File: config.mk
export PLATFORM = sky130hd
export DESIGN_NAME = lpl_mac
export DESIGN_NICKNAME = d
export VERILOG_FILES = /design/src/lpl_pkg.sv /design/src/lpl_mac.sv
export SDC_FILE = /design/constraint.sdc
export NUM_CORES = 1
export LEC_CHECK = 0
export BUFFER_PORTS_ARGS = -buffer_cell sky130_fd_sc_hd__buf_2
export CORE_MARGIN = 10
export CORE_UTILIZATION = 60
export DETAILED_ROUTE_END_ITERATION = 16
export GPL_ROUTABILITY_DRIVEN = 0
export PLACE_DENSITY = 0.79
export SLEW_MARGIN = 20
export SYNTH_ARGS = -nofsm -noshare
export SYNTH_HDL_FRONTEND = slang
export SYNTH_SLANG_ARGS = --single-unit
File: constraint.sdc
create_clock -name clk -period 12.3 [get_ports clk]
set_input_delay 2.46 -clock clk [delete_from_list [all_inputs] [get_ports clk]]
set_output_delay 2.46 -clock clk [all_outputs]
set_load 0.01 [all_outputs]
File: src/lpl_pkg.sv
`default_nettype none

package lpl_pkg;

    localparam int SAMPLE_BITS   = 24;
    localparam int TAP_COUNT     = 8;
    localparam int MAX_LOOKAHEAD = 1024;

    localparam int RING_AW    = $clog2(MAX_LOOKAHEAD);
    localparam int LEN_W      = RING_AW + 1;
    localparam int CEIL_W     = 24;
    localparam int COEF_W     = 16;
    localparam int GAIN_W     = 17;
    localparam int FRAC_BITS  = 16;
    localparam int TAP_IW     = $clog2(TAP_COUNT);
    localparam int MAG_W      = SAMPLE_BITS + 1;
    localparam int MAC_A_W    = SAMPLE_BITS + 1;
    localparam int MAC_B_W    = GAIN_W + 1;
    localparam int PROD_W     = MAC_A_W + MAC_B_W;
    localparam int ACC_W      = PROD_W + 1;
    localparam int QUO_W      = 16;
    localparam int DIV_CNT_W  = $clog2(QUO_W);
    localparam int CFG_IDX_W  = 2;
    localparam int CFG_DATA_W = 24;
    localparam int HOLD_W     = 24;

    localparam logic [GAIN_W-1:0] UNITY      = GAIN_W'(65536);
    localparam logic [ACC_W-1:0]  ROUND_HALF = ACC_W'(1) << (FRAC_BITS - 1);
    localparam logic [MAG_W-1:0]  SMAX       = MAG_W'((64'd1 << (SAMPLE_BITS - 1)) - 64'd1);
    localparam logic [HOLD_W-1:0] PEAK_MAX   = '1;

    typedef enum logic [CFG_IDX_W-1:0] {
        REG_CEILING   = 2'd0,
        REG_RELEASE   = 2'd1,
        REG_LOOKAHEAD = 2'd2
    } cfg_reg_t;

    typedef enum logic [3:0] {
        ST_CLEAR,
        ST_IDLE,
        ST_FIR,
        ST_PEAK,
        ST_DIV,
        ST_REL1,
        ST_REL2,
        ST_RSUM,
        ST_GAIN,
        ST_FINISH
    } lpl_state_t;

    typedef struct packed {
        logic signed [SAMPLE_BITS-1:0] sample_in;
        logic                          block_start;
    } in_item_t;

    typedef struct packed {
        logic signed [SAMPLE_BITS-1:0] sample_out;
        logic [GAIN_W-1:0]             gain_now;
        logic [HOLD_W-1:0]             peak_held;
        logic [GAIN_W-1:0]             reduction_held;
    } out_item_t;

    typedef struct packed {
        logic en;
        logic clr;
    } mac_ctrl_t;

    // hann-windowed sinc, cutoff pi/4, sums to unity
    function automatic logic [COEF_W-1:0] tap_coef(input logic [TAP_IW-1:0] idx);
        logic [COEF_W-1:0] c;
        unique case (idx)
            3'd1:    c = COEF_W'(1943);
            3'd2:    c = COEF_W'(10512);
            3'd3:    c = COEF_W'(20313);
            3'd4:    c = COEF_W'(20313);
            3'd5:    c = COEF_W'(10512);
            3'd6:    c = COEF_W'(1943);
            default: c = '0;
        endcase
        return c;
    endfunction

endpackage

`default_nettype wire

File: src/lpl_mac.sv
`default_nettype none

module lpl_mac (
    input  wire logic                                   clk,
    input  wire lpl_pkg::mac_ctrl_t                     ctrl,
    input  wire logic signed [lpl_pkg::MAC_A_W-1:0]     a,
    input  wire logic signed [lpl_pkg::MAC_B_W-1:0]     b,
    output logic signed      [lpl_pkg::ACC_W-1:0]       acc
);

    logic signed [lpl_pkg::PROD_W-1:0] prod;
    logic signed [lpl_pkg::ACC_W-1:0]  acc_reg;
    logic signed [lpl_pkg::ACC_W-1:0]  acc_next;

    assign prod = a * b;

    always_comb
    begin
        acc_next = (ctrl.clr ? '0 : acc_reg) + lpl_pkg::ACC_W'(prod);
    end

    always_ff @(posedge clk)
    begin
        if (ctrl.en)
        begin
            acc_reg <= acc_next;
        end
    end

    assign acc = acc_reg;

endmodule

`default_nettype wire

-- After elaboration in Yosys (flattened, before gate mapping)
Cells that the tools add are included.
- add/subtract/negate cells: 1
- multipliers: 1
- muxes and demuxes: 1
- operators by type and width (kind ; number):
    44-bit adder ; 1
    44-bit two-way mux ; 1
    25-bit by 18-bit multiplier with 43-bit output ; 1
- register bits: 44
- input port bits: 46
- word-level logic and storage cells: 4

-- Longest topological paths before layout
- depth in word-level cells: 2
- depth in mapped cells: 36
- depth with buffers taken out: 33

-- Worst setup path before layout
Ideal clock, no wire load.
- path kind: input port to flip-flop
- start: in a[17] (netlist name)
- end: reg acc_reg (netlist bit acc[40]) (data pin)
- library setup time: 0.266 ns
- arrival time: 9.909 ns
- data required time: 12.034 ns
- setup slack: 2.125 ns
- stages on the path: 31
- path buffers: 3
- cell sequence: clkbuf_1 -> clkbuf_1 -> nand2_1 -> fa_1 -> fa_1 -> fa_1 -> inv_1 -> fa_1 -> fa_1 -> inv_1 -> fa_1 -> inv_1 -> ha_1 -> a21o_1 -> a31o_2 -> a221oi_2 -> a31oi_1 -> o21ai_0 -> nand2b_1 -> a211o_1 -> a21oi_1 -> xnor2_1 -> ha_1 -> clkbuf_1 -> a21o_1 -> a21oi_1 -> o21ai_0 -> and3_1 -> a221oi_2 -> nor4_1 -> or3b_1
- word-level cells in the longest chain between the ends: 2
- RTL lines (what ; RTL line ; source):
    start, declared ; lpl_mac.sv:6 ; input wire logic signed [lpl_pkg::MAC_A_W-1:0] a,
    25-bit by 18-bit multiplier with 43-bit output ; lpl_mac.sv:15 ; assign prod = a * b;
    44-bit adder ; lpl_mac.sv:19 ; acc_next = (ctrl.clr ? '0 : acc_reg) + lpl_pkg::ACC_W'(prod);
    net acc_next (one bit) ; lpl_mac.sv:13 ; logic signed [lpl_pkg::ACC_W-1:0] acc_next;
    end signal, assigned ; lpl_mac.sv:26 ; acc_reg <= acc_next;
    end, declared ; lpl_mac.sv:12 ; logic signed [lpl_pkg::ACC_W-1:0] acc_reg;
The timed path passes the listed nets, and every way through them passes these cells.
A chain may end at the register's enable or synchronous reset.

-- Worst setup path after layout
- start: in b[17] (netlist name)
- end: reg acc_reg (netlist bit acc[43]) (data pin)
- word-level cells in the longest chain between the ends: 2
- RTL lines (what ; RTL line ; source):
    start, declared ; lpl_mac.sv:7 ; input wire logic signed [lpl_pkg::MAC_B_W-1:0] b,
    25-bit by 18-bit multiplier with 43-bit output ; lpl_mac.sv:15 ;
    44-bit adder ; lpl_mac.sv:19 ;
    net acc_next (one bit) ; lpl_mac.sv:13 ;
The timed path passes the listed nets, and every way through them passes these cells.

==> flow_summary_export.csv <==
group,metric,value,unit
worst_setup_path,end_kind,"register",
drt,routed_via_density,5.74,
floorplan,num_rows,67,
worst_setup_path,worstSetupStartpoint,"b[17]",
global_routing,grt_pass1_vias,17300,
worst_setup_path,r2r_cells,12,
floorplan,initial_utilization,0.604,
clock_network,clock-root-buffer,"clkbuf_16",
logic_synthesis,syn_inst,2274,
logic_synthesis,synth_seq_area_share,0.0656,
worst_setup_path,timing_worst_setup_path_type,"input port to register",
drt,avgRoutedWirePerCell,18.3,um
floorplan,pin_count,90,
logic_synthesis,yosysMostFrequentCell,"inv_1",
logic_synthesis,synth_ff_type,"edfxtp_1",
sta,tightest_slew,0.911,ns
logic_synthesis,synth_largest_area_cell,"fa_1",
clock_network,cts-resized-gates,0,
sta,final_hold_viol_count,0,
sta,fmax,93.1,MHz
sta,period_needed,10.74,ns
sta,final-setup-viol-count,0,
worst_setup_path,cp-start-kind,"input port",
drt,vias,15600,
global_routing,grt_usage,0.251,
sta,relSlewSlack,0.383,
sta,slew_violations,0,
logic_synthesis,yosys_warnings,0,
floorplan,die_w,203,um
worst_setup_path,worst_ep_arrival_time,10.78,ns
worst_setup_path,crit_top_cell,"fa_1",
global_routing,antenna_found_initial,0,
clock_network,clk_path_buf_depth,2,
worst_setup_path,cp_slowest_cell,"clkinv_1",
clock_network,cts_tree,"done",
layout,largest_reg_flops,44,
floorplan,die_h,203,um
worst_setup_path,endpoint,"acc[43]",
worst_setup_path,crit_buf_inv,4,
worst_setup_path,worst-path-max-fanout,19,
layout,drive_above_1_share,0.0510,
clock_network,cts_sinks,44,
layout,nNetsFinal,2910,
worst_setup_path,timing.rr.end,"acc[38]",
logic_synthesis,syn_avg_cell_area,8.86,um^2
sta,setup-tns-final,0,ns
clock_network,cts_setup_buffers,0,
clock_network,clk_pin_slew_worst_paths,0.07,ns
logic_synthesis,ys_top_cells_by_area,"fa_1 44%, inv_1 10%, ha_1 9.3%",
layout,area_growth,3.97,%
logic_synthesis,netlist_top_cells_count,"536 x inv_1, 442 x fa_1, 297 x nand2_1",
logic_synthesis,ys_types,66,
drt,drc,0,
layout,nFillCells,2771,
layout,antenna_cells,0,
floorplan,die_area,41300,um^2
drt,drtIter0Drc,1014,
worst_setup_path,max_stage_delay,0.61,ns
logic_synthesis,synth.top_cell.area_share,0.439,
job,maxCapViolCount,0,
clock_network,numCtsBuffers,5,
global_routing,grt_overflow,0,
logic_synthesis,synth_seq_cells,44,
floorplan,core,33400,um^2
clock_network,hold_buffers,0,
logic_synthesis,synth_nets,2912,
global_routing,grt_pass1_wl,84.8,mm
worst_setup_path,cp_top_family,"adder cells",
drt,ant_nets,0,
sta,timing.final.crit_share,0.873,
logic_synthesis,async_reset_ff_frac,0,
sta,rsz0062_at_grt,"false",
drt,drt_wl_total,49.7,mm
drt,drtPass1Iterations,5,
worst_setup_path,reg2reg_from,"acc[0]",
global_routing,grt_max_degree,45,
worst_setup_path,cp.required,12.34,ns
worst_hold_path,worstHoldPathType,"register to register",
clock_network,cts_max_level,2,
worst_setup_path,reg2reg_slack,8.32,ns
place,portBuffers,89,
worst_setup_path,cp.depth,31,
place,hpwl,40.1,mm
outcome,status,"finished, final reports clean",
clock_network,clkLatencyLatePin,0.30,ns
logic_synthesis,syn_area,20100,um^2
sta,clock_skew,0.0122,ns
logic_synthesis,synth_edf_count,44,
-- kinds of logic (layout without fill, tap and decap cells) --
family / Yosys count / count (layout) / synth area share
AND/OR/NAND/NOR: 666 / 666 / 0.162
buffers and inverters: 635 / 634 / 0.119
adder cells (fa/ha/maj): 592 / 592 / 0.532
AO/OA/AOI/OAI: 257 / 257 / 0.0857
XOR/XNOR: 75 / 75 / 0.0326
flip-flops: 44 / 44 / 0.0656
multiplexers: 5 / 5 / 0.00248
-- how the worst min path moves through the flow --
stage           start     end  slack [ns]  cells after the start
3_3_place_gp   acc[0]  acc[0]        0.76                      2
2_1_floorplan  acc[0]  acc[0]        0.74                      2
3_5_place_dp   acc[0]  acc[0]        0.75                      2
6_report       acc[0]  acc[0]        0.78                      2
5_1_grt        acc[0]  acc[0]        0.79                      2
4_1_cts        acc[0]  acc[0]        0.78                      2
-- per-layer routing --
layer | up-vias | track usage | wire length [um]
met5 | - | 0 | 0
met4 | 0 | 0.101 | 2040
li1 | 6845 | - | -
met1 | 7887 | 0.309 | 18800
met2 | 719 | 0.436 | 25200
met3 | 156 | 0.0355 | 3720
-- worst register-to-register path: cells and delay by family (launching register included) --
kind,cells,cell delay (ns)
xor gates and xnor gates,1,0.18
AOI/OAI and AO/OA,8,2.19
DFF,1,0.42
and+or+nand+nor,1,0.16
adders and majority gates,2,0.75
-- through the flow --
step / instance area [um^2] / hold slack (ns) / cells / utilization / worst slack [ns]
3_5_place_dp: 20800 / 0.754 / 2713 / 0.623 / 1.37
4_1_cts: 20900 / 0.782 / 2721 / 0.628 / 1.65
5_1_grt: 20900 / 0.787 / 2721 / 0.628 / 1.01
2_1_floorplan: 20100 / 0.744 / 2274 / - / 2.13
3_3_place_gp: 20800 / 0.765 / 2713 / 0.623 / 1.54
6_report: 20900 / 0.781 / 2721 / 0.628 / 1.56
-- layout make-up --
cell class / count / area, um^2 / area share
Clock inverter: 3 / 42.5 / 0.00203
Clock buffer: 5 / 125 / 0.00597
Sequential cell: 44 / 1320 / 0.0631
Tap cell: 448 / 561 / 0.0268
Inverter: 537 / 2020 / 0.0962
Multi-Input combinational cell: 1595 / 16400 / 0.785
Timing Repair Buffer: 89 / 448 / 0.0214
-- cells in the final DEF (no fill, tap or decap), types with 26 or more instances in the layout --
cell / instances
inv_1: 536
fa_1: 442
nand2_1: 297
and2_1: 172
ha_1: 150
buf_2: 88
a21oi_1: 76
nor2_1: 60
nor2b_1: 53
xnor2_1: 49
o21ai_0: 46
edfxtp_1: 44
a21o_1: 35
xor2_1: 26
Power is not shown: default switching activity piles up to over one toggle a cycle in this logic, so the estimate is an artifact.
