`src/lpl_pkg.sv`:
```
`default_nettype none

package lpl_pkg;

    localparam int SAMPLE_BITS   = 24;
    localparam int TAP_COUNT     = 8;
    localparam int MAX_LOOKAHEAD = 1024;

    localparam int RING_AW    = $clog2(MAX_LOOKAHEAD);
    localparam int LEN_W      = RING_AW + 1;
    localparam int CEIL_W     = 24;
    localparam int COEF_W     = 16;
    localparam int GAIN_W     = 17;
    localparam int FRAC_BITS  = 16;
    localparam int TAP_IW     = $clog2(TAP_COUNT);
    localparam int MAG_W      = SAMPLE_BITS + 1;
    localparam int MAC_A_W    = SAMPLE_BITS + 1;
    localparam int MAC_B_W    = GAIN_W + 1;
    localparam int PROD_W     = MAC_A_W + MAC_B_W;
    localparam int ACC_W      = PROD_W + 1;
    localparam int QUO_W      = 16;
    localparam int DIV_CNT_W  = $clog2(QUO_W);
    localparam int CFG_IDX_W  = 2;
    localparam int CFG_DATA_W = 24;
    localparam int HOLD_W     = 24;

    localparam logic [GAIN_W-1:0] UNITY      = GAIN_W'(65536);
    localparam logic [ACC_W-1:0]  ROUND_HALF = ACC_W'(1) << (FRAC_BITS - 1);
    localparam logic [MAG_W-1:0]  SMAX       = MAG_W'((64'd1 << (SAMPLE_BITS - 1)) - 64'd1);
    localparam logic [HOLD_W-1:0] PEAK_MAX   = '1;

    typedef enum logic [CFG_IDX_W-1:0] {
        REG_CEILING   = 2'd0,
        REG_RELEASE   = 2'd1,
        REG_LOOKAHEAD = 2'd2
    } cfg_reg_t;

    typedef enum logic [3:0] {
        ST_CLEAR,
        ST_IDLE,
        ST_FIR,
        ST_PEAK,
        ST_DIV,
        ST_REL1,
        ST_REL2,
        ST_RSUM,
        ST_GAIN,
        ST_FINISH
    } lpl_state_t;

    typedef struct packed {
        logic signed [SAMPLE_BITS-1:0] sample_in;
        logic                          block_start;
    } in_item_t;

    typedef struct packed {
        logic signed [SAMPLE_BITS-1:0] sample_out;
        logic [GAIN_W-1:0]             gain_now;
        logic [HOLD_W-1:0]             peak_held;
        logic [GAIN_W-1:0]             reduction_held;
    } out_item_t;

    typedef struct packed {
        logic en;
        logic clr;
    } mac_ctrl_t;

    // hann-windowed sinc, cutoff pi/4, sums to unity
    function automatic logic [COEF_W-1:0] tap_coef(input logic [TAP_IW-1:0] idx);
        logic [COEF_W-1:0] c;
        unique case (idx)
            3'd1:    c = COEF_W'(1943);
            3'd2:    c = COEF_W'(10512);
            3'd3:    c = COEF_W'(20313);
            3'd4:    c = COEF_W'(20313);
            3'd5:    c = COEF_W'(10512);
            3'd6:    c = COEF_W'(1943);
            default: c = '0;
        endcase
        return c;
    endfunction

endpackage

`default_nettype wire

```
`src/lpl_div.sv`:
```
`default_nettype none

module lpl_div (
    input  wire logic                          clk,
    input  wire logic                          rst_n,
    input  wire logic                          start,
    input  wire logic [lpl_pkg::MAG_W-1:0]     dividend_hi,
    input  wire logic [lpl_pkg::MAG_W-1:0]     divisor,
    output logic                               done,
    output logic      [lpl_pkg::QUO_W-1:0]     quotient
);

    // restoring divide of dividend_hi * 2^QUO_W, valid while dividend_hi < divisor
    logic                              busy_reg;
    logic                              done_reg;
    logic [lpl_pkg::DIV_CNT_W-1:0]     cnt_reg;
    logic [lpl_pkg::MAG_W-1:0]         rem_reg;
    logic [lpl_pkg::MAG_W-1:0]         div_reg;
    logic [lpl_pkg::QUO_W-1:0]         quo_reg;
    logic [lpl_pkg::MAG_W:0]           rem_sh;
    logic                              ge;
    logic [lpl_pkg::MAG_W-1:0]         rem_next;

    always_comb
    begin
        rem_sh   = {rem_reg, 1'b0};
        ge       = rem_sh >= {1'b0, div_reg};
        rem_next = ge ? lpl_pkg::MAG_W'(rem_sh - {1'b0, div_reg})
                      : rem_sh[lpl_pkg::MAG_W-1:0];
    end

    always_ff @(posedge clk or negedge rst_n)
    begin
        if (!rst_n)
        begin
            busy_reg <= 1'b0;
            done_reg <= 1'b0;
            cnt_reg  <= '0;
        end
        else
        begin
            done_reg <= 1'b0;
            if (start)
            begin
                busy_reg <= 1'b1;
                cnt_reg  <= '0;
            end
            else if (busy_reg)
            begin
                cnt_reg <= cnt_reg + 1'b1;
                if (cnt_reg == lpl_pkg::DIV_CNT_W'(lpl_pkg::QUO_W - 1))
                begin
                    busy_reg <= 1'b0;
                    done_reg <= 1'b1;
                end
            end
        end
    end

    always_ff @(posedge clk)
    begin
        if (start)
        begin
            rem_reg <= dividend_hi;
            div_reg <= divisor;
            quo_reg <= '0;
        end
        else if (busy_reg)
        begin
            rem_reg <= rem_next;
            quo_reg <= {quo_reg[lpl_pkg::QUO_W-2:0], ge};
        end
    end

    assign done     = done_reg;
    assign quotient = quo_reg;

endmodule

`default_nettype wire

```
`config.mk`:
```
export PLATFORM = sky130hd
export DESIGN_NAME = lpl_div
export DESIGN_NICKNAME = d
export VERILOG_FILES = /design/src/lpl_pkg.sv /design/src/lpl_div.sv
export SDC_FILE = /design/constraint.sdc
export NUM_CORES = 1
export LEC_CHECK = 0
export CORE_MARGIN = 10
export CORE_UTILIZATION = 60
export DETAILED_ROUTE_END_ITERATION = 12
export DONT_BUFFER_PORTS = 1
export MAX_ROUTING_LAYER = met4
export PLACE_DENSITY = 0.84
export SLEW_MARGIN = 30
export SYNTH_ARGS = -nofsm -noshare
export SYNTH_HDL_FRONTEND = slang
export SYNTH_SLANG_ARGS = --single-unit
```
`constraint.sdc`:
```
create_clock -name clk -period 4.1 [get_ports clk]
set_input_delay 0.205 -clock clk [delete_from_list [all_inputs] [get_ports clk]]
set_output_delay 0.205 -clock clk [all_outputs]
set_load 0.02 [all_outputs]
```
### Yosys cells after proc, flatten, opt, wreduce, memory -nomap -nowiden

Cells that the tools add are included.

| word-level totals | value |
|---|---|
| logic and storage cells | 22 |
| bits of input ports | 53 |
| output and inout port bits | 17 |
| register bits after elaboration | 72 |

| operators by class | value |
|---|---|
| $add $sub $neg | 2 |
| reduce and logical (&&, ||, !) cells | 1 |
| equality and inequality tests | 1 |
| $lt $le $gt $ge | 1 |
| muxes and demuxes | 11 |

Operator list:

| operator | count |
|---|---|
| 25-bit two-way mux | 3 |
| 26-bit by 25-bit >= comparator with 1-bit output | 1 |
| 25-bit subtractor | 1 |
| 4-bit two-way mux | 2 |
| 1-bit two-way mux | 6 |
| 4-bit by 1-bit adder with 4-bit output, second input constant | 1 |
| 4-bit equality test, second input constant | 1 |
| 2-bit nonzero test | 1 |

### Logic depth before layout (Yosys ltp)

| depth | value |
|---|---|
| word-level depth | 4 |
| depth in mapped cells | 13 |
| gate-level depth less buffers | 10 |

### Worst setup path after synthesis

Ideal clock, no wire load.

| timing | value |
|---|---|
| path kind | reg2reg |
| from | reg rem_reg[1] in the netlist's numbering |
| to | reg rem_reg[12] in the netlist's numbering (data pin) |
| path buffers | 2 |
| data arrival time | 2.406 ns |
| stages on the path, launching flop included | 11 |
| period minus slack after synthesis | 2.660 ns |
| library setup time | 0.254 ns |
| data required time | 3.846 ns |
| path slack | 1.440 ns |
| cell sequence | edfxtp_1 ha_1 nor2b_1 o31a_1 a21oi_4 a41oi_4 a311oi_2 buf_2 buf_2 o211ai_1 o21a_1 |

| between the ends | value |
|---|---|
| cells in the longest elaborated chain, start to end | 4 |
| elaborated cells on any way between the ends | 5 |
| classes of those cells | 1 x add/sub; 1 x order compare; 3 x mux |

Ends and longest elaborated chain:

| item | line | RTL |
|---|---|---|
| from (decl) | lpl_div.sv:17 | `logic [lpl_pkg::MAG_W-1:0] rem_reg;` |
| from (signal assigned) | lpl_div.sv:64 | `rem_reg <= dividend_hi;` |
| from (signal assigned) | lpl_div.sv:70 | `rem_reg <= rem_next;` |
| 25-bit subtractor or 26-bit by 25-bit >= comparator with 1-bit output (tied branches) | lpl_div.sv:28, lpl_div.sv:27 |  |
| 25-bit two-way mux * | lpl_div.sv:28 | `rem_next = ge ? lpl_pkg::MAG_W'(rem_sh - {1'b0, div_reg})` |
| 25-bit two-way mux * | lpl_div.sv:68 | `else if (busy_reg)` |
| 25-bit two-way mux * | lpl_div.sv:62 | `if (start)` |

Mark *: on every way between the ends. The rest lies on a longest branch, timed or not. The select of a mux whose other input is x is not followed.
A chain may end at the register's enable or synchronous reset.

### Worst setup path in the final report

| timing | value |
|---|---|
| from | reg rem_reg[14] in the netlist's numbering |
| to | reg rem_reg[17] in the netlist's numbering (data pin) |

Same word-level chain as after synthesis.

==> results.sh <==
export IMPL_final_setup_tns_ns=0
export IMPL_switching_share_pct=41.5
export IMPL_cellLeakagePower_nw=2.07
export IMPL_cts_inserted_buffers=9
export IMPL_switchingPower_mw=1.39
export IMPL_synthToLayoutAreaGrowth_pct=12.4
export IMPL_max_cap_viol_count=0
export IMPL_synthArstFlopShare_pct=8.33
export IMPL_avgViaCountPerCell=5.94
export IMPL_synth_simple_area_share_pct=13.2
export IMPL_startpoint_type="flip-flop"
export IMPL_synth_top_family_by_area="compound AO/OA/AOI/OAI gates"
export IMPL_yosys_warnings=0
export IMPL_ant_nets=0
export IMPL_clkLatencyLatePin_ns=0.35
export IMPL_fp_row_count=30
export IMPL_mostFrequentLayoutCell="edfxtp_1"
export IMPL_synthTopCellsByArea="edfxtp_1 35%, ha_1 7.5%, dfxtp_1 7.4%"
export IMPL_htreeDepth=3
export IMPL_r2r_cells=9
export IMPL_ff_latch_area_um2=1970
export IMPL_synth_area_um2=4330
export IMPL_final_cell_mix="50 x edfxtp_1, 42 x nand2_1, 34 x nor2_1"
export IMPL_muxShareOfSynthArea_pct=6.73
export IMPL_vias=3294
export IMPL_grt_pass1_wl_um=16300
export IMPL_fin_ws_ns=0.904
export IMPL_p_int_mw=1.96
export IMPL_grt_max_degree=47
export IMPL_syn_area_per_cell_um2=9.98
export IMPL_initial_core_util_pct=62.7
export IMPL_cts_setup_buffers=0
export IMPL_wl_um=9940
export IMPL_clockBufferDepth=2
export IMPL_slew_violations=0
export IMPL_die_area_um2=11000
export IMPL_synth_seq_cells=72
export IMPL_wire_per_inst_um=17.9
export IMPL_finalHoldWorstSlack_ns=0.0374
export IMPL_synth_seq_area_share_pct=45.5
export IMPL_hold_buffers=27
export IMPL_min_delay_start="dividend_hi[13]"
export IMPL_relSlewSlack_pct=56.4
export IMPL_die_h_um=105
export IMPL_synth_edff_count=50
export IMPL_rsz0062_at_grt="false"
export IMPL_route_detailed_drc=0
export IMPL_cp_arrival_ns=3.31
export IMPL_grt_pass1_vias=3264
export IMPL_fmax_mhz=313
export IMPL_root_buffer="clkbuf_8"
export IMPL_clkSinkCount=72
export IMPL_grtUsageTotal_pct=18.4
export IMPL_portBuffers=0
export IMPL_synth_top_area_share_pct=34.7
export IMPL_grt_overflow_total=0
export IMPL_dpl_cell_area_um2=4410
export IMPL_synthAdderAreaFrac_pct=7.98
export IMPL_synth_compound_area_share_pct=17.2
export IMPL_vdd_ir_drop_max_mv=0.376
export IMPL_crit_fanout=41
export IMPL_r2r_slack_ns=0.90
export IMPL_hp_class="in -> reg"
export IMPL_dr_pass1_iters=5
export IMPL_initialDrtViolationCount=178
export IMPL_r2r_start="rem_reg[14]"
export IMPL_yosys_area_top_type="edfxtp_1"
export IMPL_num_antenna_cells=0
export IMPL_worst_pin_slew_ns=0.655
export IMPL_seq_power_share_pct=32.4
export IMPL_synthCells=434
export IMPL_nFillCells=523
export IMPL_cts_tree="built"
export IMPL_holdPathEnd="rem_reg[13]"
export IMPL_clk_pin_slew_ns=0.09
export IMPL_synth_xor_area_share_pct=4.45
export IMPL_required_ns=4.21
export IMPL_combPwrFrac_pct=51.4
export IMPL_crit_type="reg -> reg"
export IMPL_antenna_found_initial=0
export IMPL_layout_drive_gt1_share_pct=8.06
export IMPL_ys_types=52
export IMPL_crit_path_end_kind="flip-flop"
export IMPL_fin_crit_ns=3.20
export IMPL_clkPwrFrac_pct=16.2
export IMPL_synth_ff_type="edfxtp_1"
export IMPL_syn_nets=514
export IMPL_setup_viol=0
export IMPL_post_place_ws_ns=0.941
export IMPL_dp_hpwl_um=6920
export IMPL_dieWidth_um=105
export IMPL_io_pin_count=70
export IMPL_outcome="completed"
export IMPL_hold_viol=0
export IMPL_fin_crit_sh_pct=77.9
export IMPL_fin_skew_ns=0.0108
export IMPL_final_area_um2=4870
export IMPL_power_density_nw_per_um2=688
export IMPL_cts_repair_resized=0
export IMPL_whs_path_depth=1
export IMPL_core_area_um2=6910
export IMPL_nets=534
export IMPL_r2r_end="rem_reg[17]"
export IMPL_multiInputGateArea_um2=2160
export IMPL_globalplace_congestion=0.896
-- synth_stat cells (2+ instances only) --
master	number
edfxtp_1	50
nand2_1	42
nor2_1	34
inv_1	32
ha_1	26
a21oi_1	25
mux2i_1	19
dfxtp_1	16
o21ai_1	16
xor2_1	14
o21a_1	13
nand3_1	12
clkbuf_1	11
mux2_2	9
o211ai_1	8
o21ai_0	8
xnor2_1	8
and3_1	6
buf_2	6
dfrtp_1	6
nor3_1	6
a31oi_1	5
nor2b_1	5
a211oi_1	4
nand2b_1	4
nand4_1	4
a21boi_0	3
a21o_1	3
and2_1	3
buf_1	3
nor3b_1	3
o21bai_1	3
a211o_1	2
a21oi_2	2
a221o_1	2
a22oi_1	2
and4_1	2
o31ai_1	2
or2_2	2
-- final cells by class --
type,count,share of cell area [%]
inverters,32,2.47
clock inverters,7,1.16
well taps,96,2.47
multi-input cells,309,44.4
clock buffers,9,2.55
flip-flops and latches,72,40.5
repair buffers,30,6.48
-- worst max-delay path, stage by stage (launching register included) --
cell and delay [ns]:
edfxtp_1 0.42, ha_1 0.42, a21oi_2 0.22, o21ai_1 0.13, o41ai_2 0.31, o21ai_0 0.23
a311oi_4 0.55, buf_12 0.27, nor2_1 0.08, a221o_1 0.32
-- per-stage QoR --
step | util, % | total power, mW | instances
after floorplan | - | 2.43 | 434
after global placement | 63.8 | 2.72 | 512
after detailed placement | 63.8 | 2.76 | 512
after CTS | 70.5 | 3.33 | 555
after global routing | 70.5 | 3.60 | 555
final | 70.5 | 3.35 | 555
-- logic make-up (layout without fill, tap and decap cells) --
logic type,count (synthesis),count (layout)
multiplexers,28,28
XOR/XNOR,22,22
flip-flops,72,72
adder cells (fa/ha/maj),27,27
AO/OA/AOI/OAI,108,108
buffers and inverters,53,78
AND/OR/NAND/NOR,124,124
-- how the worst max path moves through the flow --
stage,end,startpoint,cells after the start,slack (ns)
final,rem_reg[17],rem_reg[14],9,0.90
after global routing,rem_reg[17],rem_reg[14],9,0.68
after floorplan,rem_reg[12],rem_reg[1],10,1.44
after CTS,rem_reg[17],rem_reg[14],9,0.90
after global placement,rem_reg[17],rem_reg[14],9,1.07
after detailed placement,rem_reg[17],rem_reg[14],9,0.94
-- routing by layer --
metal / wire length (um) / vias to the layer above / GRT usage [%]
met2: 4790 / 119 / 29.2
met1: 4340 / 1561 / 22.3
met5: 0 / - / -
met3: 680 / 14 / 6.14
li1: - / 1600 / -
met4: 123 / 0 / 4.12
-- power groups by stage --
stage / registers (mW) / clock network, mW / logic (mW)
5_1_grt: 1.10 / 0.580 / 1.92
6_report: 1.08 / 0.543 / 1.72
3_3_place_gp: 1.09 / 0 / 1.63
2_1_floorplan: 1.07 / 0 / 1.37
4_1_cts: 1.08 / 0.546 / 1.70
3_5_place_dp: 1.10 / 0 / 1.66
Power figures use the tool's default switching activity.
